<file path="src/rtl/skf_pkg.sv">
// shared constants, types and codes for the scalar kalman smoother
`timescale 1ns / 1ps
`default_nettype none

package skf_pkg;

  // sample width and fixed point format
  localparam int SAMPLE_BITS = 24;
  localparam int Q_SHIFT     = 28;
  localparam int QUO_W       = Q_SHIFT + 1;      // gain spans 0 .. 2^28
  localparam int VAR_W       = 32;
  localparam int DEN_W       = VAR_W + 1;
  localparam int CNT_W       = $clog2(QUO_W);

  // register file
  localparam int CFG_IDX_W = 2;
  localparam logic [CFG_IDX_W-1:0] REG_PROCESS_NOISE = 2'd0;
  localparam logic [CFG_IDX_W-1:0] REG_MEASURE_NOISE = 2'd1;

  // reset values
  localparam logic [VAR_W-1:0] PNOISE_RESET = 32'd18790482;
  localparam logic [VAR_W-1:0] MNOISE_RESET = 32'd1342177280;
  localparam logic [VAR_W-1:0] VAR_RESET    = 32'd268435456;
  localparam logic [QUO_W-1:0] Q_ONE        = QUO_W'(1) << Q_SHIFT;

  // estimate range and reset estimate clamped into it
  localparam longint EST_MAX_L   = (64'sd1 <<< (SAMPLE_BITS - 1)) - 1;
  localparam longint EST_RESET_L = (4400 > EST_MAX_L) ? EST_MAX_L : 4400;

  typedef logic signed [SAMPLE_BITS-1:0] sample_t;

  localparam sample_t EST_MAX   = sample_t'(EST_MAX_L);
  localparam sample_t EST_MIN   = sample_t'(-EST_MAX_L - 1);
  localparam sample_t EST_RESET = sample_t'(EST_RESET_L);

  // divider status toward the sequencer
  typedef struct packed {
    logic busy;
    logic done;
  } div_stat_t;

endpackage

`default_nettype wire

</file>
<file path="src/rtl/skf_div.sv">
// restoring divider for the q.28 gain, one quotient bit per cycle
`timescale 1ns / 1ps
`default_nettype none

module skf_div
  import skf_pkg::*;
(
  input  wire logic             clk,
  input  wire logic             rst,
  input  wire logic             start,
  input  wire logic [VAR_W-1:0] dividend,
  input  wire logic [DEN_W-1:0] divisor,
  output logic      [QUO_W-1:0] quotient,
  output div_stat_t             stat
);

  logic [DEN_W-1:0] rem;
  logic [DEN_W-1:0] dsr;
  logic [CNT_W-1:0] cnt;
  logic             first;
  logic [DEN_W:0]   trial;
  logic [DEN_W:0]   diff;
  logic             ge;

  // first step compares the dividend itself, later steps shift in a zero
  always_comb begin
    trial = first ? {1'b0, rem} : {rem, 1'b0};
    ge    = trial >= {1'b0, dsr};
    diff  = trial - {1'b0, dsr};
  end

  // control
  always_ff @(posedge clk) begin
    if (rst) begin
      stat  <= '0;
      cnt   <= '0;
      first <= 1'b0;
    end else begin
      stat.done <= 1'b0;
      if (start) begin
        stat.busy <= 1'b1;
        cnt       <= CNT_W'(QUO_W - 1);
        first     <= 1'b1;
      end else if (stat.busy) begin
        first <= 1'b0;
        if (cnt == '0) begin
          stat.busy <= 1'b0;
          stat.done <= 1'b1;
        end else begin
          cnt <= cnt - 1'b1;
        end
      end
    end
  end

  // datapath
  always_ff @(posedge clk) begin
    if (start) begin
      rem      <= {1'b0, dividend};
      dsr      <= divisor;
      quotient <= '0;
    end else if (stat.busy) begin
      rem      <= ge ? diff[DEN_W-1:0] : trial[DEN_W-1:0];
      quotient <= {quotient[QUO_W-2:0], ge};
    end
  end

endmodule

`default_nettype wire

</file>
<file path="config.mk">
export PLATFORM = sky130hd
export DESIGN_NAME = skf_div
export DESIGN_NICKNAME = d
export VERILOG_FILES = /design/src/rtl/skf_pkg.sv /design/src/rtl/skf_div.sv
export SDC_FILE = /design/constraint.sdc
export NUM_CORES = 1
export LEC_CHECK = 0
export BUFFER_PORTS_ARGS = -buffer_cell sky130_fd_sc_hd__buf_2
export CORE_MARGIN = 10
export CORE_UTILIZATION = 55
export DETAILED_ROUTE_END_ITERATION = 12
export PLACE_DENSITY = 0.8
export SLEW_MARGIN = 0
export SYNTH_ARGS = -nofsm -noshare
export SYNTH_HDL_FRONTEND = slang
export SYNTH_SLANG_ARGS = --single-unit
</file>
<file path="constraint.sdc">
create_clock -name clk -period 9.8 [get_ports clk]
set_input_delay 1.47 -clock clk [delete_from_list [all_inputs] [get_ports clk]]
set_output_delay 1.47 -clock clk [all_outputs]
set_load 0.1 [all_outputs]
</file>
# ---- After elaboration in Yosys (flattened, before gate mapping)
# Cells that the tools add are included.
dict set report totals {
  reg_bits 103
}
dict set report classes {
  add_sub_neg 2
  magnitude_cmp 1
  n_eq_ne 1
  n_mux 12
  n_bitwise 2
  reduce_logical 6
}
# op count
set op_table {}
lappend op_table {{2-to-1 mux 32 bit} 2}
lappend op_table {{>= comparator 34 x 33 -> 1 bit} 1}
lappend op_table {{2-to-1 mux 34 bit} 1}
lappend op_table {{2-to-1 mux 33 bit} 1}
lappend op_table {{subtractor 33 bit} 1}
lappend op_table {{2-to-1 mux 5 bit} 3}
lappend op_table {{zero test 5 bit} 1}
lappend op_table {{subtractor 5 x 1 -> 5 bit (second input constant)} 1}
lappend op_table {{2-to-1 mux 2 bit} 2}
lappend op_table {{AND reduction 2 bit} 2}
lappend op_table {{2-to-1 mux 1 bit} 3}
lappend op_table {{OR reduction 3 bit} 1}
lappend op_table {{!= test 2 bit (second input constant)} 1}
lappend op_table {{NOT 1 bit} 2}
lappend op_table {{nonzero test 2 bit} 1}
lappend op_table {{OR reduction 2 bit} 1}

# ---- Logic depth before layout (Yosys ltp)
# Gate-level depths: netlist of the first run.
dict set report depth {
  depth_word 5
  ltp_mapped 17
}

# ---- Worst setup path after synthesis of the first run
# No wires, ideal clock.
dict set report synth_path {
  kind {reg-to-reg}
  from {register first}
  to {register rem[28] (data pin)}
  setup_ns 0.259
  arrival_ns 3.333
  required_ns 9.541
  slack_ns 6.208
  stages_incl_launch_ff 14
  path_buffers 2
  period_less_slack_ns 3.592
  cell_sequence {dfxtp_1 -> clkbuf_1 -> buf_1 -> mux2_2 -> fa_1 -> a21oi_2 -> o211ai_1 -> a32oi_2 -> o2111ai_2 -> a31oi_2 -> o31ai_4 -> a211oi_1 -> a31oi_1 -> o31a_1}
}
dict set report synth_via {
  elab_chain_cells 5
  word_cells_on_any_way 6
}
# item line
set synth_lines {}
lappend synth_lines {{start, declared} skf_div.sv:20} ;# logic first;
lappend synth_lines {{start signal, assigned} skf_div.sv:37} ;# first <= 1'b0;
lappend synth_lines {{start signal, assigned} skf_div.sv:43} ;# first <= 1'b1;
lappend synth_lines {{start signal, assigned} skf_div.sv:45} ;# first <= 1'b0;
lappend synth_lines {{2-to-1 mux 34 bit *} skf_div.sv:27} ;# trial = first ? {1'b0, rem} : {rem, 1'b0};
lappend synth_lines {{subtractor 33 bit / >= comparator 34 x 33 -> 1 bit (equally long branches)} {skf_div.sv:29, skf_div.sv:28}}
lappend synth_lines {{2-to-1 mux 33 bit *} skf_div.sv:63} ;# rem <= ge ? diff[DEN_W-1:0] : trial[DEN_W-1:0];
lappend synth_lines {{2-to-1 mux 32 bit *} skf_div.sv:62} ;# end else if (stat.busy) begin
lappend synth_lines {{2-to-1 mux 32 bit *} skf_div.sv:58} ;# if (start) begin
lappend synth_lines {{end signal, assigned} skf_div.sv:59} ;# rem <= {1'b0, dividend};
lappend synth_lines {{end signal, assigned} skf_div.sv:63}
lappend synth_lines {{end, declared} skf_div.sv:17} ;# logic [DEN_W-1:0] rem;
# Every way passes the cells marked *; elsewhere a longest branch is shown, timed or not. The select of a mux whose other input is x is not followed.
# A chain may end at the register's enable or synchronous reset.

# ---- Worst setup path after layout of the first run
dict set report layout_path {
  from {register first}
  to {register rem[19] (data pin)}
}
# The elaborated chain is that of the path after synthesis.

==> metrics.yaml, run 1 <==
status: "complete, no violations"
gr-usage-all-layers_pct: 17.87
hpwl_um: 10760
cts-root-buf: "clkbuf_16"
place.gp.congestion: 0.9099
synth_top_family_by_area: "compound AO/OA/AOI/OAI gates"
setup_violations: 0
rsz0062_at_grt: "no"
r2r_start: "first"
peakVddDrop_uv: 184.1
cts-htree-levels: 3
cts_setup_buffers: 0
tightest_slew_ns: 0.9439
crit_end: "rem[19]"
total_power_mw: 1.628
async_flop_share_pct: 0
crit_path_start: "first"
n_fill_cell: 947
rrSetupSlack_ns: 5.57
initial_core_util_pct: 55.92
grt_max_degree: 87
routed_wl_um: 14650
power.density_nw_per_um2: 226.4
fp.coreArea_um2: 11370
clk_pin_slew_ns: 0.07
crit_chain: "buf_4 > mux2_2 > fa_1 > a21oi_2 > o211ai_1 > a32oi_2 > o31ai_2 > o21ai_4 > buf_4 > nor2b_1 > a311oi_1 > a21oi_1 > nor2_1"
ys_warn_count: 0
cp.arrival_ns: 4.33
syn2layout_area_growth_pct: 13.13
setup_tns_ns: 0
p_leak_nw: 3.057
cpMostUsedCell: "buf_4"
clk_latency_ns: 0.36
worstPathRequired_ns: 9.90
syn_inst: 646
antenna_found_initial: 1
r2r_end: "rem[19]"
cpLargestDelayFamily: "compound AO/OA/AOI/OAI gates"
crit_path_start_kind: "register"
drv_slew: 0
final_nets: 831
final_hold_viol_count: 0
finClkSkew_ns: 0.007396
die_w_um: 127.5
overflow: 0
synthMuxAreaShare_pct: 12.36
cts.sinks: 103
critPathMaxStageDelay_ns: 0.61
remaining_drc_errors: 0
synth_seq_area_share_pct: 42.67
cts_buffer_depth: 2
synth_cell_types: 63
cts_made_buffers: 9
critPathSlowestCell: "o21ai_4"
layout_commonest_cell: "buf_2"
fin_util_pct: 63.26
path_depth: 13
maxCapViolations: 0
top_layer: "met4"
cts_tree: "built"
synth_adder_area_share_pct: 7.006
layout_common_cells: "buf_2, nor2_1, edfxtp_1"
ioPinCount: 99
fin_crit_sh_pct: 43.19
synth-main-ff-cell: "edfxtp_1"
cts_resized: 0
grt_pass1_wl_um: 24180
vias: 4972
yosys.area_share.simple_pct: 11.69
synth_fp_nets: 749
synth_edf_count: 65
dr.pass1.iters: 6
path_max_fanout: 37
routed_via_density: 5.669
dr_wl_met3_um: 1017
num_rows: 39
grt_pass1_vias: 5122
drt_iter0_markers: 330
synth_area_per_cell_um2: 9.841
wl_met1_um: 6432
slew_headroom_pct: 37.07
die_y_um: 127.5
fmaxAchievable_mhz: 236.3
worstPathBufferInverterCount: 2
period_needed_ns: 4.232
r2r_cells: 13
wl_met2_um: 7037
routedWlPerCell_um: 16.70
cts-hold-fix-buffers: 0
critPathKind: "reg2reg"
ys_ff_latch: 103
end_kind: "register"
die_area_um2: 16260
hold_class: "reg2reg"
synth_compound_area_share_pct: 17.58
synth-xor-area-share_pct: 3.444
numPortBuffers: 98
drive_above_1_share_pct: 24.15
antenna_left: 0
synth_area_um2: 6357
==> cells by family after synthesis <==
kind of cell	Yosys count
AO/OA/AOI/OAI	161
buffers and inverters	81
flip-flops	103
AND/OR/NAND/NOR	167
multiplexers	74
XOR/XNOR	25
adder cells (fa/ha/maj)	35
==> synthesized netlist by cell type, drive strengths merged (11+ instances only) <==
library cell	count	area, um^2
inv	49	183.9
mux2i	38	380.4
edfxtp	65	1952
ha	34	425.4
nand2	47	176.4
clkbuf	15	56.30
a21oi	58	301.5
xnor2	18	157.7
o21ai	34	173.9
nand3	11	55.05
buf	17	93.84
dfxtp	38	760.7
mux2	36	405.4
o21a	14	105.1
nor2	72	272.8
==> sequential cells by signal, indices dropped and copies added, names as in the netlist <==
| register | count |
|---|---|
| quotient | 29 |
| cnt | 5 |
| stat | 2 |
| rem | 33 |
| dsr | 33 |
| first | 1 |
==> routing by layer <==
metal / vias to the layer above / track usage [%]
li1: 2488 / -
met1: 2333 / 21.22
met2: 137 / 30.07
met3: 14 / 6.121
met4: 0 / 4.889
met5: - / 0
==> how the worst min path moves through the flow <==
stage | from | end | slack, ns | cells after the start
floorplan | cnt[4] | stat[0] | 0.42 | 1
global placement | cnt[4] | stat[0] | 0.44 | 1
detailed placement | cnt[4] | stat[0] | 0.45 | 1
CTS | cnt[4] | stat[0] | 0.46 | 1
global route | cnt[4] | stat[0] | 0.51 | 1
finish | cnt[4] | stat[0] | 0.46 | 1
==> power by group <==
group          internal [mW]  switching [mW]  total, mW  leakage [nW]
logic                  0.309           0.428      0.738          1.97
clock network          0.173           0.160      0.334         0.136
registers              0.528          0.0284      0.557         0.950
==> stage by stage <==
stage          std cells  setup slack, ns  instance area (um^2)  hold WS (ns)
6_report             877            5.568                  7192        0.4636
5_1_grt              876            5.257                  7189        0.5095
4_1_cts              876            5.563                  7189        0.4581
3_5_place_dp         860            5.600                  6923        0.4500
3_3_place_gp         860            5.692                  6923        0.4367
2_1_floorplan        646            6.208                  6357        0.4220
==> area by class of cell <==
type	count	area, um^2	area share, %
antenna	1	2.502	0.03479
clock buffer	11	232.7	3.236
clock inverter	5	33.78	0.4697
inverter	49	183.9	2.557
multi-input combinational	462	3318	46.14
sequential	103	2714	37.73
tap	143	178.9	2.488
timing repair buffer	103	528.0	7.342
Power figures use the tool's default switching activity.
==> run 2: changes to the inputs <==
--- a/config.mk
+++ b/config.mk
@@ -7,9 +7,9 @@
 export LEC_CHECK = 0
 export BUFFER_PORTS_ARGS = -buffer_cell sky130_fd_sc_hd__buf_2
 export CORE_MARGIN = 10
-export CORE_UTILIZATION = 55
+export CORE_UTILIZATION = 52
 export DETAILED_ROUTE_END_ITERATION = 12
-export PLACE_DENSITY = 0.8
+export PLACE_DENSITY = 0.79
 export SLEW_MARGIN = 0
 export SYNTH_ARGS = -nofsm -noshare
 export SYNTH_HDL_FRONTEND = slang
==> constraint.sdc (replaced) <==
create_clock -name clk -period 3.7 [get_ports clk]
set_input_delay 0.555 -clock clk [delete_from_list [all_inputs] [get_ports clk]]
set_output_delay 0.555 -clock clk [all_outputs]
set_load 0.1 [all_outputs]
==> metrics.yaml, run 2 (synthesis gave the netlist of run 1 again) <==
status: "complete, no violations"
layout_commonest_cell: "buf_2"
power.density_nw_per_um2: 609.1
routed_via_density: 5.616
routed_wl_um: 15120
maxCapViolations: 0
reg.largest.list: "dsr (33), rem (33), quotient (29)"
overflow: 0
rsz0062_at_grt: "no"
end_kind: "register"
dp_worst_setup_slack_ns: 0.04766
place.gp.congestion: 0.9754
p_int_mw: 2.775
total_power_mw: 4.489
p_switching_mw: 1.714
die_area_um2: 17050
drive_above_1_share_pct: 26.24
cp.arrival_ns: 3.55
fin_crit_sh_pct: 92.94
worstPathRequired_ns: 3.81
ioPinCount: 99
antenna_left: 0
numPortBuffers: 98
peakVddDrop_uv: 373.8
fmaxAchievable_mhz: 290.8
layout_common_cells: "buf_2, nor2_1, edfxtp_1"
finClkSkew_ns: 0.006735
n_fill_cell: 1027
cts-root-buf: "clkbuf_16"
routedWlPerCell_um: 16.92
cts_buffer_depth: 2
cts_tree: "built"
die_w_um: 130.6
setup_tns_ns: 0
cts-htree-levels: 3
p_leak_nw: 3.150
final_nets: 845
critPathKind: "reg2reg"
path_max_fanout: 18
worst_slack_ns: 0.2613
cts.sinks: 103
tightest_slew_ns: 0.6091
initial_core_util_pct: 52.93
hold_class: "in2reg"
syn2layout_area_growth_pct: 15.92
grt_max_degree: 49
grt_pass1_wl_um: 24960
drv_slew: 0
setup_violations: 0
crit_path_start_kind: "register"
cts-hold-fix-buffers: 0
slew_headroom_pct: 59.30
period_needed_ns: 3.439
seqPwrFrac_pct: 32.6
fp.coreArea_um2: 12010
clk_pin_slew_ns: 0.08
drt_iter0_markers: 332
die_y_um: 130.6
num_rows: 40
final_hold_viol_count: 0
remaining_drc_errors: 0
num_antenna_cells: 0
clk_latency_ns: 0.36
clkPwrFrac_pct: 21.2
swShare_pct: 38.18
vias: 5021
dr.pass1.iters: 5
grt_pass1_vias: 5234
cts_made_buffers: 9
hpwl_um: 11350
antenna_found_initial: 0
combPwrFrac_pct: 46.2
gr-usage-all-layers_pct: 18.30
-- run 2: cell types whose count changed in the layout (fill, tap and decap cells not counted), moves of 2 or more --
cell      previous run  this run
inv_8                0         4
buf_12               0         3
clkbuf_1             2         0
buf_4                5        16
-- run 2: layout make-up --
| class | instances | area, um^2 | area share [%] |
|---|---|---|---|
| Multi-Input combinational cell | 462 | 3322 | 45.08 |
| Sequential cell | 103 | 2715 | 36.84 |
| Timing Repair Buffer | 117 | 670.6 | 9.100 |
| Clock buffer | 9 | 225.2 | 3.056 |
| Inverter | 49 | 183.9 | 2.496 |
| Tap cell | 147 | 183.9 | 2.496 |
| Clock inverter | 7 | 68.82 | 0.9338 |
-- run 2: stage by stage --
| stage | cell area (um^2) | utilization [%] | hold WS (ns) | instances |
|---|---|---|---|---|
| after floorplan | 6357 | - | 0.4220 | 646 |
| after global placement | 7056 | 58.74 | 0.4366 | 876 |
| after detailed placement | 7056 | 58.74 | 0.4618 | 876 |
| after CTS | 7350 | 61.19 | 0.3483 | 892 |
| after global routing | 7370 | 61.35 | 0.3531 | 894 |
| final | 7370 | 61.35 | 0.3616 | 894 |
-- run 2: metal layers --
metal / GRT usage [%] / vias to the layer above / share of wire [%]
met5: 0 / - / 0
met4: 7.717 / 0 / 2.6
met3: 6.044 / 31 / 7.0
met2: 29.35 / 136 / 46
met1: 22.14 / 2336 / 44
li1: - / 2518 / -
-- run 2: worst max-delay path, cell delays in order (launching register included) --
cell and delay, ns:
dfxtp_2 0.43, buf_12 0.18, mux2_2 0.36, ha_1 0.36
nand2_1 0.17, o21ai_1 0.11, a221oi_2 0.33, nand4_1 0.19
o21ai_4 0.31, inv_2 0.14, o31a_1 0.13, a22o_1 0.20
mux2_2 0.26
-- run 2: worst paths after layout --
path | from | to | slack, ns | cells past startpoint
setup / recovery | first | rem[21] | 0.26 | 12
hold / removal | divisor[3] | dsr[3] | 0.36 | 1
setup reg to reg | first | rem[21] | 0.26 | 12
hold reg to reg | cnt[4] | stat[0] | 0.46 | 1
-- run 2: timing repair --
action / in CTS / in global routing
setup endpoints to repair: 0 / 27
gates resized for setup: 0 / 2
buffers inserted: 0 / 2
hold endpoints to repair: 0 / 0
-- run 2: power by group through the flow --
stage	sequential [mW]	combinational, mW	clock, mW
2_1_floorplan	1.48	1.59	0
3_3_place_gp	1.49	1.97	0
6_report	1.47	2.07	0.950
4_1_cts	1.46	2.05	0.977
3_5_place_dp	1.49	2.03	0
5_1_grt	1.48	2.29	1.02
